**src/sv/crop_preview_overlay_top_assert.svh**
```systemverilog
// assertion macros for the overlay modules, included by cpo_shade only
`ifndef CROP_PREVIEW_OVERLAY_TOP_ASSERT_SVH
`define CROP_PREVIEW_OVERLAY_TOP_ASSERT_SVH

`ifndef ASSERT_OFF

// property checked outside reset
`define CPO_ASSERT(lbl, clk, rst, prop, msg) \
   lbl: assert property (@(posedge clk) disable iff (rst) prop) \
      else $error(msg);

// property checked during reset as well
`define CPO_ASSERT_ALWAYS(lbl, clk, prop, msg) \
   lbl: assert property (@(posedge clk) prop) \
      else $error(msg);

`else

`define CPO_ASSERT(lbl, clk, rst, prop, msg)
`define CPO_ASSERT_ALWAYS(lbl, clk, prop, msg)

`endif

`endif

```
**src/sv/cpo_pkg.sv**
```systemverilog
package cpo_pkg;

   // fixed field widths
   localparam int COORD_W  = 12;
   localparam int SAMPLE_W = 16;
   localparam int ANGLE_W  = 15;
   localparam int GAIN_W   = 9;

   // clamped rectangle size, wide enough for the largest size setting
   localparam int SIZE_W = 15;
   // half-pixel offset, signed
   localparam int DX_W   = 17;
   // offset times q1.14 angle
   localparam int PROD_W = DX_W + 16;
   // rotated local coordinate
   localparam int UV_W   = PROD_W + 1;
   // edge slack in half pixels times 2^14
   localparam int D_W    = UV_W + 1;
   localparam int Q_BITS = 14;

   // register indexes
   localparam logic [2:0] CSR_RECT_LEFT   = 3'd0;
   localparam logic [2:0] CSR_RECT_TOP    = 3'd1;
   localparam logic [2:0] CSR_RECT_WIDTH  = 3'd2;
   localparam logic [2:0] CSR_RECT_HEIGHT = 3'd3;
   localparam logic [2:0] CSR_COS_ANGLE   = 3'd4;
   localparam logic [2:0] CSR_SIN_ANGLE   = 3'd5;
   localparam logic [2:0] CSR_DIM_GAIN    = 3'd6;
   localparam logic [2:0] CSR_LINE_LEVEL  = 3'd7;

   // region codes
   localparam logic [1:0] REGION_INSIDE  = 2'd0;
   localparam logic [1:0] REGION_LINE    = 2'd1;
   localparam logic [1:0] REGION_OUTSIDE = 2'd2;

   typedef logic [3:0][SAMPLE_W-1:0] sample_vec_type;

   typedef struct packed {
      logic [COORD_W-1:0]  pix_x;
      logic [COORD_W-1:0]  pix_y;
      logic [SAMPLE_W-1:0] src_c0;
      logic [SAMPLE_W-1:0] src_c1;
      logic [SAMPLE_W-1:0] src_c2;
      logic [SAMPLE_W-1:0] src_c3;
   } req_type;

   typedef struct packed {
      logic [SAMPLE_W-1:0] out_c0;
      logic [SAMPLE_W-1:0] out_c1;
      logic [SAMPLE_W-1:0] out_c2;
      logic [SAMPLE_W-1:0] out_c3;
      logic [1:0]          region;
   } rsp_type;

   // settings as held by the register file: sizes clamped, gain and level limited
   typedef struct packed {
      logic [COORD_W-1:0]        rect_left;
      logic [COORD_W-1:0]        rect_top;
      logic [SIZE_W-1:0]         rect_w;
      logic [SIZE_W-1:0]         rect_h;
      logic [ANGLE_W-1:0]        cos_angle;
      logic signed [ANGLE_W-1:0] sin_angle;
      logic [GAIN_W-1:0]         gain;
      logic [SAMPLE_W-1:0]       level;
   } cfg_type;

   // edge slacks and saturated samples between geometry and shading
   typedef struct packed {
      logic signed [D_W-1:0] du;
      logic signed [D_W-1:0] dv;
      sample_vec_type        smp;
   } geom_type;

endpackage

```
**src/sv/cpo_geom.sv**
```systemverilog
module cpo_geom
   import cpo_pkg::*;
#(
   parameter int SAMPLE_BITS = 16
) (
   input  logic     clock,
   input  logic     reset,
   input  cfg_type  cfg,
   input  logic     in_valid,
   output logic     in_ready,
   input  req_type  in_data,
   output logic     out_valid,
   input  logic     out_ready,
   output geom_type out_data
);

   localparam logic [SAMPLE_W-1:0] SAMPLE_MAX =
      SAMPLE_W'((32'd1 << SAMPLE_BITS) - 32'd1);

   logic v1_ff, v2_ff, v3_ff, v4_ff;
   logic en1, en2, en3, en4;

   sample_vec_type smp_in;
   sample_vec_type smp1_ff, smp2_ff, smp3_ff, smp4_ff;

   logic signed [DX_W-1:0]   dx_in, dy_in, dx_ff, dy_ff;
   logic signed [15:0]       ca, sa;
   logic signed [PROD_W-1:0] p_cx_ff, p_sy_ff, p_cy_ff, p_sx_ff;
   logic signed [UV_W-1:0]   u_in, v_in, u_ff, v_ff;
   logic signed [D_W-1:0]    wq, hq, u_ext, v_ext;
   logic signed [D_W-1:0]    du_in, dv_in, du_ff, dv_ff;

   // stage enables: a stage moves when empty or when its successor moves
   assign en4      = !v4_ff || out_ready;
   assign en3      = !v3_ff || en4;
   assign en2      = !v2_ff || en3;
   assign en1      = !v1_ff || en2;
   assign in_ready = en1;

   // stage 1: saturate samples, half-pixel offsets from the centre
   always_comb begin
      smp_in[0] = (in_data.src_c0 > SAMPLE_MAX) ? SAMPLE_MAX : in_data.src_c0;
      smp_in[1] = (in_data.src_c1 > SAMPLE_MAX) ? SAMPLE_MAX : in_data.src_c1;
      smp_in[2] = (in_data.src_c2 > SAMPLE_MAX) ? SAMPLE_MAX : in_data.src_c2;
      smp_in[3] = (in_data.src_c3 > SAMPLE_MAX) ? SAMPLE_MAX : in_data.src_c3;
      dx_in = {4'b0, in_data.pix_x, 1'b0}
            - ({4'b0, cfg.rect_left, 1'b0} + {2'b0, cfg.rect_w});
      dy_in = {4'b0, in_data.pix_y, 1'b0}
            - ({4'b0, cfg.rect_top, 1'b0} + {2'b0, cfg.rect_h});
   end

   // angle operands as signed 16 bit
   assign ca = $signed({1'b0, cfg.cos_angle});
   assign sa = {cfg.sin_angle[ANGLE_W-1], cfg.sin_angle};

   // stage 3: rotated local coordinates
   assign u_in = {p_cx_ff[PROD_W-1], p_cx_ff} + {p_sy_ff[PROD_W-1], p_sy_ff};
   assign v_in = {p_cy_ff[PROD_W-1], p_cy_ff} - {p_sx_ff[PROD_W-1], p_sx_ff};

   // stage 4: slack against half width and half height, one add or subtract each
   assign wq    = $signed({{(D_W-SIZE_W-Q_BITS){1'b0}}, cfg.rect_w, {Q_BITS{1'b0}}});
   assign hq    = $signed({{(D_W-SIZE_W-Q_BITS){1'b0}}, cfg.rect_h, {Q_BITS{1'b0}}});
   assign u_ext = {{(D_W-UV_W){u_ff[UV_W-1]}}, u_ff};
   assign v_ext = {{(D_W-UV_W){v_ff[UV_W-1]}}, v_ff};
   assign du_in = u_ff[UV_W-1] ? (wq + u_ext) : (wq - u_ext);
   assign dv_in = v_ff[UV_W-1] ? (hq + v_ext) : (hq - v_ext);

   // valid bits
   always_ff @(posedge clock) begin
      if (reset) begin
         v1_ff <= 1'b0;
         v2_ff <= 1'b0;
         v3_ff <= 1'b0;
         v4_ff <= 1'b0;
      end else begin
         if (en1) v1_ff <= in_valid;
         if (en2) v2_ff <= v1_ff;
         if (en3) v3_ff <= v2_ff;
         if (en4) v4_ff <= v3_ff;
      end
   end

   // payload registers
   always_ff @(posedge clock) begin
      if (en1) begin
         smp1_ff <= smp_in;
         dx_ff   <= dx_in;
         dy_ff   <= dy_in;
      end
      // stage 2: the four products
      if (en2) begin
         smp2_ff <= smp1_ff;
         p_cx_ff <= dx_ff * ca;
         p_sy_ff <= dy_ff * sa;
         p_cy_ff <= dy_ff * ca;
         p_sx_ff <= dx_ff * sa;
      end
      if (en3) begin
         smp3_ff <= smp2_ff;
         u_ff    <= u_in;
         v_ff    <= v_in;
      end
      if (en4) begin
         smp4_ff <= smp3_ff;
         du_ff   <= du_in;
         dv_ff   <= dv_in;
      end
   end

   assign out_valid    = v4_ff;
   assign out_data.du  = du_ff;
   assign out_data.dv  = dv_ff;
   assign out_data.smp = smp4_ff;

endmodule

```
**src/sv/cpo_shade.sv**
```systemverilog
`include "crop_preview_overlay_top_assert.svh"

module cpo_shade
   import cpo_pkg::*;
#(
   parameter int CHANNELS   = 4,
   parameter int LINE_WIDTH = 3
) (
   input  logic     clock,
   input  logic     reset,
   input  cfg_type  cfg,
   input  logic     in_valid,
   output logic     in_ready,
   input  geom_type in_data,
   output logic     out_valid,
   input  logic     out_ready,
   output rsp_type  out_data
);

   localparam int LINE_W_EFF = (LINE_WIDTH < 1) ? 1 : LINE_WIDTH;
   localparam logic signed [D_W-1:0] LIM     = D_W'(LINE_W_EFF * (1 << Q_BITS));
   localparam logic signed [D_W-1:0] NEG_LIM = -LIM;

   logic           rv_ff, ov_ff;
   logic           en_r, en_c;
   logic           is_inside, is_outside;
   logic [1:0]     region_in, region_ff;
   sample_vec_type smp_ff;
   sample_vec_type res_in;
   rsp_type        rsp_ff;

   assign en_c     = !ov_ff || out_ready;
   assign en_r     = !rv_ff || en_c;
   assign in_ready = en_r;

   // region: the smaller slack against plus and minus half the line width
   assign is_inside  = (in_data.du > LIM) && (in_data.dv > LIM);
   assign is_outside = (in_data.du < NEG_LIM) || (in_data.dv < NEG_LIM);

   always_comb begin
      if (is_inside) begin
         region_in = REGION_INSIDE;
      end else if (is_outside) begin
         region_in = REGION_OUTSIDE;
      end else begin
         region_in = REGION_LINE;
      end
   end

   // colour per channel
   always_comb begin
      logic [SAMPLE_W+GAIN_W-1:0] prod;
      for (int c = 0; c < 4; c++) begin
         prod = smp_ff[c] * cfg.gain;
         case (region_ff)
            REGION_INSIDE: begin
               res_in[c] = smp_ff[c];
            end
            REGION_LINE: begin
               res_in[c] = ((c == 1) || (CHANNELS < 3)) ? cfg.level : '0;
            end
            default: begin
               res_in[c] = prod[SAMPLE_W+7:8];
            end
         endcase
         // alpha is kept on the line and outside
         if ((CHANNELS == 4) && (c == 3) && (region_ff != REGION_INSIDE)) begin
            res_in[c] = smp_ff[c];
         end
         if (c >= CHANNELS) begin
            res_in[c] = '0;
         end
      end
   end

   // valid bits
   always_ff @(posedge clock) begin
      if (reset) begin
         rv_ff <= 1'b0;
         ov_ff <= 1'b0;
      end else begin
         if (en_r) rv_ff <= in_valid;
         if (en_c) ov_ff <= rv_ff;
      end
   end

   // region stage and output register
   always_ff @(posedge clock) begin
      if (en_r) begin
         region_ff <= region_in;
         smp_ff    <= in_data.smp;
      end
      if (en_c) begin
         rsp_ff.out_c0 <= res_in[0];
         rsp_ff.out_c1 <= res_in[1];
         rsp_ff.out_c2 <= res_in[2];
         rsp_ff.out_c3 <= res_in[3];
         rsp_ff.region <= region_ff;
      end
   end

   assign out_valid = ov_ff;
   assign out_data  = rsp_ff;

   `CPO_ASSERT(a_take_to_region, clock, reset, in_valid && in_ready |=> rv_ff, "item lost entering region stage")
   `CPO_ASSERT_ALWAYS(a_reset_empty, clock, reset |=> !rv_ff && !ov_ff, "stage valid after reset")
   `CPO_ASSERT(a_unused_zero, clock, reset, ov_ff |-> (CHANNELS > 3 || rsp_ff.out_c3 == '0) && (CHANNELS > 2 || rsp_ff.out_c2 == '0), "unused channel not zero")
   `CPO_ASSERT(a_line_level, clock, reset, ov_ff && rsp_ff.region == REGION_LINE && CHANNELS >= 2 |-> rsp_ff.out_c1 == cfg.level, "line colour wrong")

endmodule

```
**src/sv/crop_preview_overlay_top.sv**
```systemverilog
// channel   direction  handshake              payload
// req_      in         req_valid / req_ready  req_data   (pixel position and samples)
// rsp_      out        rsp_valid / rsp_ready  rsp_data   (result samples and region)
// csr_      in         csr_wr_en              csr_index, csr_data (register write)
//
// one item per clock sustained while rsp_ready holds; six register stages from req to rsp
// stages: offsets, rotation products, local coordinates, edge slack, region, colour
// reset clears the stage valid bits and loads the register reset values
// a stalled rsp holds each full stage with no bubble after it, so bubbles close up
module crop_preview_overlay_top
   import cpo_pkg::*;
#(
   parameter int MAX_SIZE    = 4096,
   parameter int CHANNELS    = 4,
   parameter int LINE_WIDTH  = 3,
   parameter int SAMPLE_BITS = 16
) (
   input  logic        clock,
   input  logic        reset,
   input  logic        req_valid,
   output logic        req_ready,
   input  req_type     req_data,
   output logic        rsp_valid,
   input  logic        rsp_ready,
   output rsp_type     rsp_data,
   input  logic        csr_wr_en,
   input  logic [2:0]  csr_index,
   input  logic [15:0] csr_data
);

   localparam logic [SIZE_W-1:0] SIZE_MAX = SIZE_W'(MAX_SIZE);
   localparam logic [SIZE_W-1:0] SIZE_RESET =
      SIZE_W'((MAX_SIZE < 4096) ? MAX_SIZE : 4096);
   localparam logic [SAMPLE_W-1:0] SAMPLE_MAX =
      SAMPLE_W'((32'd1 << SAMPLE_BITS) - 32'd1);
   localparam logic [GAIN_W-1:0] GAIN_MAX = GAIN_W'(256);

   cfg_type           cfg_in, cfg_ff;
   logic [SIZE_W-1:0] size_wr;
   logic [12:0]       size_raw;
   geom_type          geom_data;
   logic              geom_valid, geom_ready;

   // size written, clamped to one up to the largest size
   assign size_raw = csr_data[12:0];
   always_comb begin
      if (size_raw == '0) begin
         size_wr = SIZE_W'(1);
      end else if ({{(SIZE_W-13){1'b0}}, size_raw} > SIZE_MAX) begin
         size_wr = SIZE_MAX;
      end else begin
         size_wr = {{(SIZE_W-13){1'b0}}, size_raw};
      end
   end

   // register writes
   always_comb begin
      cfg_in = cfg_ff;
      if (csr_wr_en) begin
         case (csr_index)
            CSR_RECT_LEFT:   cfg_in.rect_left = csr_data[COORD_W-1:0];
            CSR_RECT_TOP:    cfg_in.rect_top  = csr_data[COORD_W-1:0];
            CSR_RECT_WIDTH:  cfg_in.rect_w    = size_wr;
            CSR_RECT_HEIGHT: cfg_in.rect_h    = size_wr;
            CSR_COS_ANGLE:   cfg_in.cos_angle = csr_data[ANGLE_W-1:0];
            CSR_SIN_ANGLE:   cfg_in.sin_angle = csr_data[ANGLE_W-1:0];
            CSR_DIM_GAIN: begin
               cfg_in.gain = (csr_data[GAIN_W-1:0] > GAIN_MAX) ?
                             GAIN_MAX : csr_data[GAIN_W-1:0];
            end
            CSR_LINE_LEVEL: begin
               cfg_in.level = (csr_data > SAMPLE_MAX) ? SAMPLE_MAX : csr_data;
            end
            default: cfg_in = cfg_ff;
         endcase
      end
   end

   always_ff @(posedge clock) begin
      if (reset) begin
         cfg_ff.rect_left <= '0;
         cfg_ff.rect_top  <= '0;
         cfg_ff.rect_w    <= SIZE_RESET;
         cfg_ff.rect_h    <= SIZE_RESET;
         cfg_ff.cos_angle <= ANGLE_W'(16384);
         cfg_ff.sin_angle <= '0;
         cfg_ff.gain      <= GAIN_W'(90);
         cfg_ff.level     <= SAMPLE_MAX;
      end else begin
         cfg_ff <= cfg_in;
      end
   end

   // rotation and edge slack
   cpo_geom #(
      .SAMPLE_BITS(SAMPLE_BITS)
   ) u_geom (
      .clock     (clock),
      .reset     (reset),
      .cfg       (cfg_ff),
      .in_valid  (req_valid),
      .in_ready  (req_ready),
      .in_data   (req_data),
      .out_valid (geom_valid),
      .out_ready (geom_ready),
      .out_data  (geom_data)
   );

   // region decision and colour
   cpo_shade #(
      .CHANNELS  (CHANNELS),
      .LINE_WIDTH(LINE_WIDTH)
   ) u_shade (
      .clock     (clock),
      .reset     (reset),
      .cfg       (cfg_ff),
      .in_valid  (geom_valid),
      .in_ready  (geom_ready),
      .in_data   (geom_data),
      .out_valid (rsp_valid),
      .out_ready (rsp_ready),
      .out_data  (rsp_data)
   );

endmodule
```
**config.mk**
```make
export PLATFORM = sky130hd
export DESIGN_NAME = crop_preview_overlay_top
export DESIGN_NICKNAME = d
export VERILOG_FILES = /design/src/sv/cpo_pkg.sv /design/src/sv/cpo_geom.sv /design/src/sv/cpo_shade.sv /design/src/sv/crop_preview_overlay_top.sv
export VERILOG_INCLUDE_DIRS = /design/src /design/src/sv
export SDC_FILE = /design/constraint.sdc
export NUM_CORES = 2
export LEC_CHECK = 0
export ABC_CLOCK_PERIOD_IN_PS = 8660
export BUFFER_PORTS_ARGS = -buffer_cell sky130_fd_sc_hd__buf_2
export CORE_MARGIN = 3
export CORE_UTILIZATION = 30
export CTS_BUF_LIST = sky130_fd_sc_hd__clkbuf_8
export CTS_CLUSTER_SIZE = 20
export DETAILED_ROUTE_END_ITERATION = 6
export GPL_TIMING_DRIVEN = 1
export HOLD_SLACK_MARGIN = 0.15
export MAX_ROUTING_LAYER = met4
export SLEW_MARGIN = 40
export SYNTH_ARGS = -nofsm -noshare
export SYNTH_HDL_FRONTEND = slang
export SYNTH_SLANG_ARGS = --single-unit
```
**constraint.sdc**
```tcl
create_clock -name clock -period 8.66 [get_ports clock]
set_clock_uncertainty 0.05 [all_clocks]
set_input_delay 0.433 -clock clock [delete_from_list [all_inputs] [get_ports clock]]
set_output_delay 0.433 -clock clock [all_outputs]
set_load 0.005 [all_outputs]
```
Word level (Yosys, flattened, before mapping)
Cells that the tools add are included.
Storage, ports and cells
  flip-flop bits (word level): 805
  bits of input ports: 112
  output and inout bits: 68
  word-level logic and storage cells: 125
Operators by class
  $add $sub $neg: 10
  $mul: 8
  magnitude comparators: 11
  equality and inequality tests: 8
  multiplexer cells: 12
  reductions and logical operators: 26
Operator list (count)
  16-bit one-hot mux with 2 select lines: 4
  16-bit by 9-bit multiplier with 24-bit output: 4
  16-bit > comparator (second input constant): 5
  30-bit by 34-bit adder with 35-bit output: 2
  35-bit by 17-bit > comparator with 1-bit output (second input constant): 2
  35-bit by 17-bit less-than comparator with 1-bit output (second input constant): 2
  35-bit 2-to-1 mux: 2
  30-bit by 34-bit subtractor with 35-bit output: 2
  17-bit by 16-bit multiplier with 33-bit output: 2
  17-bit by 15-bit multiplier with 32-bit output: 2
  33-bit by 32-bit adder with 34-bit output: 1
  13-bit by 17-bit subtractor with 17-bit output: 2
  33-bit by 32-bit subtractor with 34-bit output: 1
  13-bit by 15-bit adder with 16-bit output: 2
  16-bit 2-to-1 mux: 2
  13-bit 2-to-1 mux: 2
  2-bit AND reduction: 8
  13-bit > comparator (second input constant): 1
  13-bit zero test: 1
  3-bit == test (second input constant): 4
  9-bit > comparator (second input constant): 1
  9-bit 2-to-1 mux: 1
  1-bit logical OR: 7
  3-bit by 2-bit == test with 1-bit output (second input constant): 2
  other kinds (8): 13

Longest topological paths before layout
  depth after elaboration: 7
  mapped depth: 26
  depth with buffers taken out: 24

By module
Synthesis repeated with hierarchy kept, for this count alone.
Unflattened totals
  cells, all modules: 8500
  area total of the unflattened synthesis: 86305.3 µm²
By module, submodules not included
  cpo_geom: instances 1, cells each 6210, area an instance 64640.7 µm², seq. area each 16836.1 µm²
  cpo_shade: instances 1, cells each 1809, area an instance 17743.3 µm², seq. area each 4003.8 µm²
  crop_preview_overlay_top: instances 1, cells each 481, area an instance 3921.3 µm², seq. area each 2102.0 µm²

Worst setup path before layout
Ideal clock, no wire load.
  path kind: input to register
  from: input rsp_ready
  to: register u_geom.p_cx_ff[0], enable pin
  library setup time: 2042 ps
  data arrival time: 5334 ps
  data required time: 6568 ps
  slack: 1234 ps
  stages on the path: 4
  buffers on the path: 1
  cell sequence: nor2b_1 and3_1 clkbuf_1 nand3_1
On the way
  cells in the longest elaborated chain, start to end: 5
RTL lines
  start: declaration: line crop_preview_overlay_top.sv:24  | input logic rsp_ready,
  1-bit logical OR: line cpo_shade.sv:32  | assign en_c = !ov_ff || out_ready;
  1-bit logical OR: line cpo_shade.sv:33  | assign en_r = !rv_ff || en_c;
  1-bit logical OR: line cpo_geom.sv:34  | assign en4 = !v4_ff || out_ready;
  1-bit logical OR: line cpo_geom.sv:35  | assign en3 = !v3_ff || en4;
  1-bit logical OR: line cpo_geom.sv:36  | assign en2 = !v2_ff || en3;
  via u_geom.en2: line cpo_geom.sv:21  | logic en1, en2, en3, en4;
  end signal: assignment: line cpo_geom.sv:93  | p_cx_ff <= dx_ff * ca;
  end: declaration: line cpo_geom.sv:28  | logic signed [PROD_W-1:0] p_cx_ff, p_sy_ff, p_cy_ff, p_sx_ff;
The timed path passes the listed nets, and every way through them passes these cells.
A chain may end at the register's enable or synchronous reset.

Final worst setup path
  from: register cfg_ff[41] (netlist bit)
  to: register u_geom.p_cx_ff[32] (data pin)
On the way
  cells in the longest elaborated chain, start to end: 1
RTL lines
  start: declaration: line crop_preview_overlay_top.sv:38  | cfg_type cfg_in, cfg_ff;
  start signal: assignment: line crop_preview_overlay_top.sv:90  | cfg_ff <= cfg_in;
  17-bit by 16-bit multiplier with 33-bit output: line cpo_geom.sv:93
No other way between the ends.

==> run_results.csv <==
group,metric,value,unit
run_status,status,"finished clean",
final_layout,drive_gt1_frac,0.06466,
clock_tree,cts_hold_buffers,181,
grt,grt_first_pass_wirelength,356.0,mm
power_and_ir_drop,p_sw_frac,0.4057,
grt,grt-ovfl-total,0,
synthesis,synth_cells,8392,
grt,first_global_vias,62930,
grt,antenna_found_initial,23,
final_layout,syn_to_final_growth,11.88,%
critical_path,regToRegSetupSlack,1.19,ns
route,wl_per_cell,17.81,µm
route,drtIter0Drc,4022,
grt,gr-usage-met3,0.02195,
power_and_ir_drop,power.share.clock,0.219,
synthesis,synth_top_area_cell,"fa_1",
synthesis,netlist.area_leader.share,0.3085,
sta,worst_slack,1.190,ns
synthesis,synth_area,85210,µm²
run,maxCapViolations,0,
synthesis,synthTopCellsByArea,"fa_1 31%, edfxtp_1 24%, ha_1 9.2%, inv_1 7.1%, nand2_1 5.0%",
critical_path,crit_family,"adder cells",
placement,gp_congestion,0.8800,
placement,pre_cts_ws,1.276,ns
route,antenna_left,0,
floorplan,ios,180,
power_and_ir_drop,seq_power_share,0.339,
grt,grt_use_met1,0.2021,
floorplan,die_h,539.0,µm
clock_tree,clockBufferDepth,3,
synthesis,async_reset_ff_frac,0,
sta,finalSetupViolCount,0,
synthesis,synth-main-ff-cell,"edfxtp_1",
critical_path,cp.arrival,8.05,ns
sta,slew_violations,0,
floorplan,coreArea,282500,µm²
critical_path,cpMostUsedCell,"fa_1",
critical_path,endpoint_kind,"register",
grt,grt_start_max_net_pins,90,
grt,busiest_layer,"met2",
clock_tree,insertion_delay,0.94,ns
route,drc,0,
power_and_ir_drop,p_comb_frac,0.442,
sta,fmax,133.9,MHz
synthesis,synth_nets,10440,
clock_tree,numCtsBuffers,146,
final_layout,nNetsFinal,10680,
route,viasPerCell,4.751,
critical_path,cp.buffers_inverters,4,
power_and_ir_drop,internal_power,10.28,mW
power_and_ir_drop,ir_drop,155.0,µV
floorplan,dieArea,290500,µm²
critical_path,crit_chain,"buf_4 -> nand2_1 -> inv_1 -> fa_1 -> fa_1 -> fa_1 -> fa_1 -> fa_1 -> inv_1 -> fa_1 -> inv_1 -> ha_1 -> and3_1 -> and3_1 -> and3_1 -> a32oi_2 -> a311oi_1 -> a211o_1 -> a21oi_2 -> xnor2_1",
route,dr.pass1.iters,6,
synthesis,synth_seq_area_share,0.2692,
grt,grt_use_met2,0.2600,
clock_tree,htree_levels,4,
clock_tree,root_buffer,"clkbuf_8",
synthesis,synth.avg_cell_area,10.15,µm²
floorplan,start_util,0.3016,
synthesis,synth_seq_cells,801,
sta,grt_setup_unrepaired,"no",
sta,setup_tns,0,ns
grt,grtUsageTotal,0.1594,
sta,tightest_slew,0.8359,ns
power_and_ir_drop,powerDensity,181.5,nW/µm²
critical_path,crit_required,9.24,ns
sta,maxSlewHeadroom,0.4369,
power_and_ir_drop,switchingPower,7.021,mW
synthesis,synth_enable_flop_cells,690,
placement,dp_hpwl,172.3,mm
min_path,hold_class,"primary input to register",
clock_tree,cts_resized,0,
critical_path,critPathMaxStageDelay,0.91,ns
critical_path,criticalPathCategory,"register to register",
clock_tree,path_clk_slew,0.06,ns
floorplan,rows,195,
synthesis,ys_types,92,
sta,fin_crit,7.470,ns
clock_tree,cts_tree,"built",
critical_path,cp_max_fo,18,
floorplan,die_w,539.0,µm
route,drt-total-wl,222.7,mm
clock_tree,post-cts-setup-buffers,0,
critical_path,cp-start-kind,"register",
route,dr_total_vias,59420,
synthesis,yosysWarnings,0,
clock_tree,cts.sinks,801,
critical_path,slowest_stage,"fa_1",
placement,portBuffers,179,
sta,hold_viol,0,
sta,min_period_over_period,0.8626,
power_and_ir_drop,leakagePower,44.66,nW
-- layer usage --
metal	up-vias	wire length, µm
li1	26870	-
met2	1946	106500
met3	401	13790
met5	-	0
met4	0	8411
met1	30210	93970
-- stage by stage --
stage	total power [mW]	hold slack, ns	utilization	instances	area (µm²)
after global placement	13.25	0.3505	0.3191	12030	90160
after global routing	18.60	0.2060	0.3374	12500	95320
after CTS	17.41	0.1517	0.3372	12500	95260
after floorplan	10.93	0.3503	-	8392	85210
final	17.31	0.2578	0.3374	12510	95330
after detailed placement	13.45	0.3545	0.3200	12050	90400
-- placed cells by master (no fill, tap or decap), drive strengths merged, types with 55 or more instances in the layout --
cell type    count
xnor2          246
dfxtp          111
fa            1313
and2           636
nand2         1139
dlygate4sd3    181
edfxtp         690
clkbuf         153
a21o            91
a21oi          309
xor2           104
clkinv          55
buf            297
nor3            81
ha             625
o21ai          155
nor2           221
inv           1654
-- cell type report --
class	instances	area (µm²)
Inverter	1605	6035
Sequential cell	801	22960
Clock buffer	153	2106
Fill cell	28390	187200
Timing Repair Buffer	478	3676
Tap cell	3743	4683
Clock inverter	115	943.4
Antenna cell	11	27.53
Multi-Input combinational cell	5601	54900
-- logic make-up after synthesis --
family,synth area share
DFF,0.2692
adders and majority gates,0.4002
muxes,0.002775
buffers and inverters,0.08767
xor gates and xnor gates,0.03597
and+or+nand+nor,0.1353
AOI/OAI and AO/OA,0.06886
-- state kept, by name, summed over array words and instances (netlist names), 32 cells and up --
name              cells
cfg_ff              105
u_shade.out_data     66
u_geom.out_data      64
u_geom.smp1_ff       64
u_geom.smp2_ff       64
u_geom.smp3_ff       64
u_shade.smp_ff       64
u_geom.du_ff         35
u_geom.dv_ff         35
u_geom.u_ff          34
u_geom.v_ff          34
u_geom.p_cx_ff       33
u_geom.p_cy_ff       33
u_geom.p_sx_ff       32
u_geom.p_sy_ff       32
-- path summary, 6_finish.rpt --
check | from | cells after the start | endpoint
min reg2reg | u_geom.smp1_ff[0] | 0 | u_geom.smp2_ff[0]
min | req_data[8] | 2 | u_geom.smp1_ff[56]
max | cfg_ff[41] | 20 | u_geom.p_cx_ff[32]
max reg2reg | cfg_ff[41] | 20 | u_geom.p_cx_ff[32]
-- power groups by stage --
stage / clock network (mW) / registers (mW) / logic (mW)
floorplan: 0 / 5.58 / 5.35
global placement: 0 / 5.96 / 7.30
detailed placement: 0 / 5.94 / 7.51
CTS: 3.91 / 5.87 / 7.63
global route: 4.08 / 5.93 / 8.59
finish: 3.80 / 5.86 / 7.65
-- synth_stat cells, drive strengths merged, types with 7 or more instances --
library cell	count
and4	7
a21oi	309
edfxtp	690
nand3	47
inv	1605
nand3b	22
dfxtp	111
o21a	43
nor4	27
or3	28
o31a	12
nor3	81
o21bai	45
a221oi	10
clkbuf	379
a31oi	35
xor2	104
ha	625
nor2b	49
nor3b	11
o21ai	155
nand2	1139
a211oi	35
fa	1313
nand2b	36
a21o	91
a41oi	9
nor2	221
a211o	22
o22ai	18
xnor2	246
o41ai	12
and3	39
and2	636
nand4	29
o31ai	22
mux2i	18
o211ai	13
a2111oi	8
nand4b	8
No activity file was read; power rests on OpenSTA's default activity.
